<file path="config.mk">
export PLATFORM = sky130hd
export DESIGN_NAME = lru_key_value_cache_flat
export DESIGN_NICKNAME = d
export VERILOG_FILES = /design/src/design/lkvc_pkg.sv /design/src/design/lkvc_if.sv /design/src/design/lkvc_ram.sv /design/src/design/lru_key_value_cache.sv /design/src/flat_wrapper.sv
export SDC_FILE = /design/constraint.sdc
export NUM_CORES = 2
export LEC_CHECK = 0
export BUFFER_PORTS_ARGS = -buffer_cell sky130_fd_sc_hd__buf_2
export CORE_MARGIN = 2
export CORE_UTILIZATION = 40
export DETAILED_ROUTE_END_ITERATION = 16
export PLACE_DENSITY = 0.62
export SLEW_MARGIN = 20
export SYNTH_ARGS = -nofsm -noshare
export SYNTH_HDL_FRONTEND = slang
export SYNTH_HIERARCHICAL = 1
export SYNTH_SLANG_ARGS = --single-unit
</file>
<file path="constraint.sdc">
create_clock -name clk -period 7.13 [get_ports clk]
set_input_delay 0.3565 -clock clk [delete_from_list [all_inputs] [get_ports clk]]
set_output_delay 0.3565 -clock clk [all_outputs]
set_load 0.02 [all_outputs]
</file>
<file path="src/design/lkvc_pkg.sv">
`timescale 1ns / 1ps
`default_nettype none
package lkvc_pkg;

  // sequencer states
  typedef enum logic [2:0] {
    ST_IDLE,
    ST_SCAN,
    ST_CHECK,
    ST_RDWT,
    ST_EVRD,
    ST_MOVE,
    ST_DONE
  } state_t;

  // operation codes
  localparam logic OP_LOOKUP = 1'b0;
  localparam logic OP_INSERT = 1'b1;

endpackage
`default_nettype wire

</file>
<file path="src/design/lkvc_if.sv">
`timescale 1ns / 1ps
`default_nettype none
interface lkvc_req_if #(
  parameter int KEY_BITS   = 64,
  parameter int VALUE_BITS = 32
);
  logic                  valid;
  logic                  ready;
  logic                  opcode;
  logic [KEY_BITS-1:0]   key;
  logic [VALUE_BITS-1:0] value_in;
  modport source (output valid, opcode, key, value_in, input ready);
  modport sink   (input valid, opcode, key, value_in, output ready);
endinterface

interface lkvc_rsp_if #(
  parameter int KEY_BITS   = 64,
  parameter int VALUE_BITS = 32
);
  logic                  valid;
  logic                  ready;
  logic                  hit;
  logic [VALUE_BITS-1:0] value_out;
  logic                  evicted;
  logic [KEY_BITS-1:0]   evicted_key;
  modport source (output valid, hit, value_out, evicted, evicted_key, input ready);
  modport sink   (input valid, hit, value_out, evicted, evicted_key, output ready);
endinterface

interface lkvc_cfg_if;
  logic       valid;
  logic       ready;
  logic [4:0] data;
  modport source (output valid, data, input ready);
  modport sink   (input valid, data, output ready);
endinterface
`default_nettype wire

</file>
<file path="src/design/lkvc_ram.sv">
`timescale 1ns / 1ps
`default_nettype none
module lkvc_ram #(
  parameter int WIDTH = 32,
  parameter int DEPTH = 16
) (
  input  wire logic                     clk,
  input  wire logic                     we,
  input  wire logic [$clog2(DEPTH)-1:0] waddr,
  input  wire logic [WIDTH-1:0]         wdata,
  input  wire logic [$clog2(DEPTH)-1:0] raddr,
  output logic      [WIDTH-1:0]         rdata
);

  logic [WIDTH-1:0] mem [DEPTH];

  // one write port, registered read
  always_ff @(posedge clk) begin
    if (we) begin
      mem[waddr] <= wdata;
    end
    rdata <= mem[raddr];
  end

endmodule
`default_nettype wire

</file>
<file path="src/design/lru_key_value_cache.sv">
`timescale 1ns / 1ps
`default_nettype none
// channel   direction  payload
// in_*      sink       opcode, key, value_in
// out_*     source     hit, value_out, evicted, evicted_key
// cfg_*     sink       capacity_in_use (5 bits)
//
// steps: from accept to result valid, the scan walks the recency list one
//   position at a time through one key compare (SCAN, then CHECK); a hit or
//   eviction waits in RDWT and EVRD on the registered RAM read, then the order
//   list shifts one position a cycle in MOVE.
// reset: rst_n synchronous active low; clears count and out valid, sets the order list to identity and capacity to 16.
// stalls: in_ready is low while an item is at work or its result waits; the
//   next item can be accepted only once the last result has been taken.
module lru_key_value_cache #(
  parameter int DEPTH      = 16,
  parameter int KEY_BITS   = 64,
  parameter int VALUE_BITS = 32
) (
  input wire logic clk,
  input wire logic rst_n,
  lkvc_req_if.sink in_ch,
  lkvc_rsp_if.source out_ch,
  lkvc_cfg_if.sink cfg_ch
);

  localparam int AW = $clog2(DEPTH);
  localparam int CW = $clog2(DEPTH + 1);

  lkvc_pkg::state_t state_r, state_nxt;

  logic [AW-1:0]         order_r [DEPTH];
  logic [CW-1:0]         count_r;
  logic [4:0]            cap_r;
  logic                  op_r;
  logic [KEY_BITS-1:0]   key_r;
  logic [VALUE_BITS-1:0] val_r;
  logic [CW-1:0]         pos_r;   // scan position
  logic [CW-1:0]         mv_r;    // move position
  logic [AW-1:0]         slot_r;
  logic                  hit_r, ev_r;
  logic [VALUE_BITS-1:0] vout_r;
  logic [KEY_BITS-1:0]   evk_r;
  logic                  ovalid_r;

  logic [CW-1:0]         cap_eff;
  logic                  k_we, v_we;
  logic [AW-1:0]         k_ra, v_ra, w_addr;
  logic [KEY_BITS-1:0]   k_rd;
  logic [VALUE_BITS-1:0] v_rd;
  logic [CW-1:0]         pos_prev;

  assign in_ch.ready  = (state_r == lkvc_pkg::ST_IDLE) && !ovalid_r;
  assign cfg_ch.ready = 1'b1;
  assign out_ch.valid = ovalid_r;
  assign out_ch.hit = hit_r;
  assign out_ch.value_out = vout_r;
  assign out_ch.evicted = ev_r;
  assign out_ch.evicted_key = evk_r;

  // effective capacity, clamped to 1..DEPTH
  always_comb begin
    if (cap_r == '0) begin
      cap_eff = CW'(1);
    end else if (32'(cap_r) > DEPTH) begin
      cap_eff = CW'(DEPTH);
    end else begin
      cap_eff = CW'(cap_r);
    end
  end

  assign pos_prev = pos_r - CW'(1);
  // key reads follow the scan position in SCAN, else slot_r; value reads use slot_r
  assign k_ra   = (state_r == lkvc_pkg::ST_SCAN) ? order_r[pos_r[AW-1:0]] : slot_r;
  assign v_ra   = slot_r;
  assign w_addr = slot_r;
  assign k_we   = (state_r == lkvc_pkg::ST_MOVE) && (mv_r == '0) &&
                  (op_r == lkvc_pkg::OP_INSERT) && !hit_r;
  assign v_we   = (state_r == lkvc_pkg::ST_MOVE) && (mv_r == '0) &&
                  (op_r == lkvc_pkg::OP_INSERT);

  lkvc_ram #(.WIDTH(KEY_BITS), .DEPTH(DEPTH)) u_keys (
    .clk(clk), .we(k_we), .waddr(w_addr), .wdata(key_r), .raddr(k_ra), .rdata(k_rd)
  );
  lkvc_ram #(.WIDTH(VALUE_BITS), .DEPTH(DEPTH)) u_vals (
    .clk(clk), .we(v_we), .waddr(w_addr), .wdata(val_r), .raddr(v_ra), .rdata(v_rd)
  );

  // next state
  always_comb begin
    state_nxt = state_r;
    case (state_r)
      lkvc_pkg::ST_IDLE: begin
        if (in_ch.valid && in_ch.ready) state_nxt = lkvc_pkg::ST_SCAN;
      end
      lkvc_pkg::ST_SCAN: begin
        if (pos_r >= count_r) begin
          if (op_r == lkvc_pkg::OP_LOOKUP) state_nxt = lkvc_pkg::ST_DONE;
          else if (count_r >= cap_eff) state_nxt = lkvc_pkg::ST_RDWT;
          else state_nxt = lkvc_pkg::ST_MOVE;
        end else begin
          state_nxt = lkvc_pkg::ST_CHECK;
        end
      end
      lkvc_pkg::ST_CHECK: begin
        if (k_rd == key_r) state_nxt = lkvc_pkg::ST_RDWT;
        else state_nxt = lkvc_pkg::ST_SCAN;
      end
      // target slot read is in flight
      lkvc_pkg::ST_RDWT:  state_nxt = lkvc_pkg::ST_EVRD;
      lkvc_pkg::ST_EVRD:  state_nxt = lkvc_pkg::ST_MOVE;
      lkvc_pkg::ST_MOVE: begin
        if (mv_r == '0) state_nxt = lkvc_pkg::ST_DONE;
      end
      lkvc_pkg::ST_DONE:  state_nxt = lkvc_pkg::ST_IDLE;
      default:            state_nxt = lkvc_pkg::ST_IDLE;
    endcase
  end

  // control registers
  always_ff @(posedge clk) begin
    if (!rst_n) begin
      state_r  <= lkvc_pkg::ST_IDLE;
      count_r  <= '0;
      cap_r    <= 5'd16;
      ovalid_r <= 1'b0;
      for (int i = 0; i < DEPTH; i++) order_r[i] <= AW'(i);
    end else begin
      state_r <= state_nxt;
      if (cfg_ch.valid) cap_r <= cfg_ch.data;
      if (out_ch.valid && out_ch.ready) ovalid_r <= 1'b0;
      case (state_r)
        lkvc_pkg::ST_IDLE: begin
          if (in_ch.valid && in_ch.ready) begin
            op_r   <= in_ch.opcode;
            key_r  <= in_ch.key;
            val_r  <= in_ch.value_in;
            pos_r  <= '0;
            hit_r  <= 1'b0;
            ev_r   <= 1'b0;
            vout_r <= '0;
            evk_r  <= '0;
          end
        end
        lkvc_pkg::ST_SCAN: begin
          pos_r <= pos_r + CW'(1);
          if (pos_r >= count_r && op_r == lkvc_pkg::OP_INSERT) begin
            if (count_r >= cap_eff) begin
              mv_r   <= count_r - CW'(1);
              slot_r <= order_r[AW'(count_r - CW'(1))];
              ev_r   <= 1'b1;
            end else begin
              mv_r    <= count_r;
              slot_r  <= order_r[count_r[AW-1:0]];
              count_r <= count_r + CW'(1);
            end
          end
        end
        lkvc_pkg::ST_CHECK: begin
          if (k_rd == key_r) begin
            hit_r  <= 1'b1;
            mv_r   <= pos_prev;
            slot_r <= order_r[pos_prev[AW-1:0]];
          end
        end
        lkvc_pkg::ST_EVRD: begin
          if (ev_r) evk_r <= k_rd;
          if (op_r == lkvc_pkg::OP_LOOKUP) vout_r <= v_rd;
        end
        lkvc_pkg::ST_MOVE: begin
          // one position of the recency shift a cycle
          if (mv_r == '0) begin
            order_r[0] <= slot_r;
          end else begin
            order_r[mv_r[AW-1:0]] <= order_r[AW'(mv_r - CW'(1))];
            mv_r <= mv_r - CW'(1);
          end
        end
        lkvc_pkg::ST_DONE: ovalid_r <= 1'b1;
        default: ;
      endcase
    end
  end

endmodule
`default_nettype wire

</file>
<file path="src/flat_wrapper.sv">
// flat-port wrapper written by rule: the top's interface ports become plain ports
module lru_key_value_cache_flat 
#(
  parameter int DEPTH      = 16,
  parameter int KEY_BITS   = 64,
  parameter int VALUE_BITS = 32
)
  (clk, rst_n, in_ch_valid, in_ch_opcode, in_ch_key, in_ch_value_in, in_ch_ready, out_ch_valid, out_ch_hit, out_ch_value_out, out_ch_evicted, out_ch_evicted_key, out_ch_ready, cfg_ch_valid, cfg_ch_data, cfg_ch_ready);
  lkvc_req_if #(.KEY_BITS(KEY_BITS), .VALUE_BITS(VALUE_BITS)) in_ch_i ();
  lkvc_rsp_if #(.KEY_BITS(KEY_BITS), .VALUE_BITS(VALUE_BITS)) out_ch_i ();
  lkvc_cfg_if cfg_ch_i ();
  input wire logic clk;
  input wire logic rst_n;
  input wire logic [$bits(in_ch_i.valid)-1:0] in_ch_valid;
  input wire logic [$bits(in_ch_i.opcode)-1:0] in_ch_opcode;
  input wire logic [$bits(in_ch_i.key)-1:0] in_ch_key;
  input wire logic [$bits(in_ch_i.value_in)-1:0] in_ch_value_in;
  output wire logic [$bits(in_ch_i.ready)-1:0] in_ch_ready;
  output wire logic [$bits(out_ch_i.valid)-1:0] out_ch_valid;
  output wire logic [$bits(out_ch_i.hit)-1:0] out_ch_hit;
  output wire logic [$bits(out_ch_i.value_out)-1:0] out_ch_value_out;
  output wire logic [$bits(out_ch_i.evicted)-1:0] out_ch_evicted;
  output wire logic [$bits(out_ch_i.evicted_key)-1:0] out_ch_evicted_key;
  input wire logic [$bits(out_ch_i.ready)-1:0] out_ch_ready;
  input wire logic [$bits(cfg_ch_i.valid)-1:0] cfg_ch_valid;
  input wire logic [$bits(cfg_ch_i.data)-1:0] cfg_ch_data;
  output wire logic [$bits(cfg_ch_i.ready)-1:0] cfg_ch_ready;
  assign in_ch_i.valid = in_ch_valid;
  assign in_ch_i.opcode = in_ch_opcode;
  assign in_ch_i.key = in_ch_key;
  assign in_ch_i.value_in = in_ch_value_in;
  assign in_ch_ready = in_ch_i.ready;
  assign out_ch_valid = out_ch_i.valid;
  assign out_ch_hit = out_ch_i.hit;
  assign out_ch_value_out = out_ch_i.value_out;
  assign out_ch_evicted = out_ch_i.evicted;
  assign out_ch_evicted_key = out_ch_i.evicted_key;
  assign out_ch_i.ready = out_ch_ready;
  assign cfg_ch_i.valid = cfg_ch_valid;
  assign cfg_ch_i.data = cfg_ch_data;
  assign cfg_ch_ready = cfg_ch_i.ready;
  lru_key_value_cache #(.DEPTH(DEPTH), .KEY_BITS(KEY_BITS), .VALUE_BITS(VALUE_BITS)) u_core (.clk(clk), .rst_n(rst_n), .in_ch(in_ch_i), .out_ch(out_ch_i), .cfg_ch(cfg_ch_i));
endmodule
</file>
==> summary.md <==
The flow ran to the end, and the final reports show no timing, DRC or antenna violations. Final hold analysis gives a worst-case slack of 170 ps. After floorplanning, the core was sized to cover 183000 um^2. The run gives 4 as the count of H-tree levels built during CTS.

The count of warnings emitted by yosys is 6, and the via count of the first global-routing pass is 36900. The final-layout fill cell count was 15200; the worst hold path cell count was 3. Headroom to the max-slew limit came out at 25.0%. Together, buffers and inverters on the worst path number 3. Clock tree synthesis inserted a total of 193 buffers.

The worst setup path is launched from a flop. The worst register-to-register path begins at u_core/mv_r[0]. The y dimension of the die was 433 um; the power spent charging and discharging nets was 0.00697 W. The most frequent cell on the critical path is sky130_fd_sc_hd__buf_4. Total number of vias: 35800. By area the synthesized netlist is led by sky130_fd_sc_hd__edfxtp_1 74%, sky130_fd_sc_hd__mux4_2 14%, sky130_fd_sc_hd__dfxtp_1 3.2%.

The first global-routing pass estimated 259000 um of wire. The congestion estimate from routability-driven global placement came to 0.868. The average wire per standard cell is 27.3 um. The tools report the number of DRC markers in iteration 0 as 3699.

The average size of a mapped cell was 21.3 um^2; the timing-limited maximum frequency was 0.224 GHz. The initial antenna violation count came out at 6. The number of buffers on the longest clock path is 3, and the shortest clock period the worst path allows after layout is 4470 ps. The synthesized netlist contains 57 unique library cells.

The category of the critical setup timing path was reg2reg. The worst register-to-register path ends at u_core/u_keys/mem[15][34]. The share of synthesized area in the top cell type comes to 73.6%. Traced cell by cell, the critical path runs through buf_4, inv_2, ha_1, nand3b_1, nor3_2, nor2b_1, nand3_1, nor2_4, buf_4. Between clock sinks in the finished design, the worst skew comes to 69.5 ps. During I/O placement, the number of pins put on the boundary was 208. The number of routed nets with antenna violations was 0.

The number of enable-type register cells in the synthesized netlist was 1809. Summed over all failing endpoints, the final setup total negative slack is 0 ps. Compared with the post-synthesis result, the final layout area differs by 16.4%. Net switching is 25.5% of the power.

After detailed routing, the number of remaining DRC violations is 0. Setup repair after global routing left no endpoint under its margin. The min-delay analysis places its worst path in the category in2reg. The tools report the later-pin clock latency in the skew report as 850 ps. The power per unit of standard cell area was 319 nW/um^2. The tool flagged a number of max-cap violations equal to 0. The final critical path takes up 62.6% of the cycle. Summing every instance area after synthesis gives 73800 um^2. The via count normalized by instance count works out to 5.49.

The tools report the number of instances in the synthesized netlist as 3466. The root cell of the clock tree was sky130_fd_sc_hd__clkbuf_16. For this design the static power due to leakage is 27.4 nW.

For the clock network fraction of design power, the log shows 37.6%. The critical-path cell with the highest stage delay was sky130_fd_sc_hd__nor2_4. The logs give 0 for the leftover overflow at the end of global routing and 5 for the iteration count of the initial detailed-routing pass. The async set-or-reset flop fraction in the synthesized netlist was 0%; the detailed-placement wirelength estimate was 100000 um. Global routing used 19.0% of the available tracks. For the required time of the worst setup path, the log shows 7570 ps. Among all flip-flop cells after synthesis, the most frequent one is sky130_fd_sc_hd__edfxtp_1. TritonCTS built the clock tree. The number of nets in the synthesized netlist is 3592.

The count of buffers from port buffering is 206, and the worst-margin pin slew is 1120 ps. For the pin count of the biggest net entering global routing, the log shows 144. Of the cells placed in the final design, the portion with a size suffix greater than 1 is 27.9%. At the worst endpoint, the arrival time is 4900 ps.

The highest ir drop seen on vdd was 247 uV; the clock sink count was 1927. The completed layout was analyzed and its total power is 0.0274 W. Combinational logic burns 12.7% of the power. The tools report the number of nets in the layout as 4013. Sequential elements use 76.8% of the synthesized area. The depth of the worst register-to-register path was 9; the internal power was 0.0204 W. Sequential cells burn 49.7% of the power. The cell family contributing the most delay on the critical path is simple AND/OR/NAND/NOR gates. The library cells used most frequently in the layout, excluding fill and tap cells, are 1809 x sky130_fd_sc_hd__edfxtp_1, 473 x sky130_fd_sc_hd__mux4_2, 206 x sky130_fd_sc_hd__buf_2.

Highest fanout seen on the critical path: 28. The synthesized design spends more area on one cell type than any other, namely sky130_fd_sc_hd__edfxtp_1. For hold timing, the worst endpoint is u_core/state_r[2]. The type of destination of the critical path was a flop.

The count of final max-slew check failures was 0; the count of state elements after synthesis was 1927. After floorplanning, the core was divided into 157 placement rows. Setup violations remaining at the end of the flow were counted as 0. The startpoint identified for the worst hold timing path is rst_n.

The run gives 0 as the post-CTS setup buffer count. Once the floorplan was initialized, standard cells occupied 40.3% of the core. The logs give 178000 um for the detailed-route wire length and 46.9% for the final core utilization. The library cell used most frequently in the layout, excluding fill and tap cells, is sky130_fd_sc_hd__edfxtp_1. The clock slew seen by the registers of the worst setup and hold paths works out to 60 ps. The total die area is 188000 um^2, and the highest cell delay on the worst timing path is 780 ps. The number of hold violations in the final report is 0, and the x dimension of the die is 433 um.

Across all register-to-register paths, the minimum setup slack is 2660 ps. The critical path runs through a total of 9 cells.
## synthesized netlist by cell type (6+ instances only)
cell                       number
sky130_fd_sc_hd__edfxtp_1    1809
sky130_fd_sc_hd__mux4_2       473
sky130_fd_sc_hd__a22oi_1      202
sky130_fd_sc_hd__nand2_1      193
sky130_fd_sc_hd__dfxtp_1      118
sky130_fd_sc_hd__and2_1       100
sky130_fd_sc_hd__nor2_1        88
sky130_fd_sc_hd__clkbuf_1      83
sky130_fd_sc_hd__xnor2_1       52
sky130_fd_sc_hd__buf_2         30
sky130_fd_sc_hd__buf_1         27
sky130_fd_sc_hd__xor2_1        26
sky130_fd_sc_hd__nand3_1       25
sky130_fd_sc_hd__a21oi_1       23
sky130_fd_sc_hd__buf_6         20
sky130_fd_sc_hd__ha_1          19
sky130_fd_sc_hd__buf_4         17
sky130_fd_sc_hd__nand4_1       17
sky130_fd_sc_hd__nor3_1        16
sky130_fd_sc_hd__inv_1         15
sky130_fd_sc_hd__mux2i_1       10
sky130_fd_sc_hd__nand2b_1      10
sky130_fd_sc_hd__nor2b_1        9
sky130_fd_sc_hd__o21ai_1        9
sky130_fd_sc_hd__o21ai_0        8
sky130_fd_sc_hd__nand3b_1       7
sky130_fd_sc_hd__nor4_1         6
## cell families (layout without fill, tap and decap cells)
family | after synthesis | in the layout | share of synthesized area, %
multiplexers | 490 | 490 | 14.7
XOR/XNOR | 80 | 80 | 0.970
flip-flops | 1927 | 1927 | 76.8
AND/OR/NAND/NOR | 489 | 489 | 3.16
AO/OA/AOI/OAI | 263 | 263 | 2.59
adder cells (fa/ha/maj) | 19 | 19 | 0.322
other | 1 | 2 | 0.00508
buffers and inverters | 197 | 787 | 1.36
## through the flow
step                area [um^2]  worst slack (ps)  instances
floorplan                 73800              21.1       3466
global placement          78100              2260       6045
detailed placement        78100              2330       6046
CTS                       85800              2330       6519
global route              85900              2530       6520
finish                    85900              2660       6521
## power by group through the flow
stage          logic [W]  clock network (W)  registers [W]
2_1_floorplan    0.00236                  0         0.0136
3_3_place_gp     0.00349                  0         0.0139
3_5_place_dp     0.00348                  0         0.0139
4_1_cts          0.00355             0.0105         0.0136
5_1_grt          0.00370             0.0110         0.0137
6_report         0.00347             0.0103         0.0136
## worst min-delay path: cells and delay by family
| kind | cells | cell delay, ps |
|---|---|---|
| AO/OA/AOI/OAI | 1 | 180 |
| buffers and inverters | 2 | 350 |
## flip-flops by register name, summed over array words and instances, names as in the netlist, named ones only
signal and count:
u_core/out_ch.value_out 32, u_core/out_ch.evicted 1, u_core/order_r 64, u_core/op_r 1, u_core/state_r 3, u_core/count_r 5, u_core/u_vals/rdata 32, u_core/pos_r 5
u_core/u_keys/mem 1024, u_core/u_vals/mem 512, u_core/out_ch.hit 1, u_core/mv_r 5, u_core/cap_r 5, u_core/out_ch.valid 1, u_core/key_r 64, u_core/val_r 32
u_core/u_keys/rdata 64, u_core/out_ch.evicted_key 64, u_core/slot_r 4
## repair_timing
| item | CTS | global route |
|---|---|---|
| gates resized for setup | 0 | 0 |
| endpoints found under the setup margin | 0 | 0 |
| hold buffers | 109 | 0 |
| hold endpoints to repair | 103 | 0 |
## per-layer routing
| metal | GRT usage [%] | vias up | routed length [um] |
|---|---|---|---|
| li1 | - | 15200 | - |
| met1 | 25.3 | 19000 | 71800 |
| met2 | 32.7 | 1308 | 91900 |
| met3 | 2.96 | 233 | 10500 |
| met4 | 4.84 | 2 | 3850 |
| met5 | 0 | - | 13 |
## how the worst max path moves through the flow
stage / slack (ps) / from / end
6_report: 2660 / u_core/mv_r[0] / u_core/u_keys/mem[15][34]
5_1_grt: 2530 / u_core/mv_r[0] / u_core/u_keys/mem[15][34]
4_1_cts: 2330 / u_core/mv_r[0] / u_core/u_keys/mem[11][33]
3_5_place_dp: 2330 / u_core/mv_r[0] / u_core/u_keys/mem[11][16]
3_3_place_gp: 2260 / u_core/mv_r[0] / u_core/u_keys/mem[1][1]
2_1_floorplan: 20 / u_core/mv_r[0] / u_core/u_keys/mem[0][0]
## area by class of cell
class                      instances  area [um^2]  share of cell area [%]
tap                             2464         3080                    3.59
sequential                      1927        56700                    66.0
timing repair buffer             405         3030                    3.52
clock buffer                     254         5240                    6.10
multi-input combinational       1342        16400                    19.1
antenna                            1         2.50                 0.00291
inverter                          18         67.6                  0.0787
clock inverter                   110         1340                    1.56
Power figures use the tool's default switching activity.
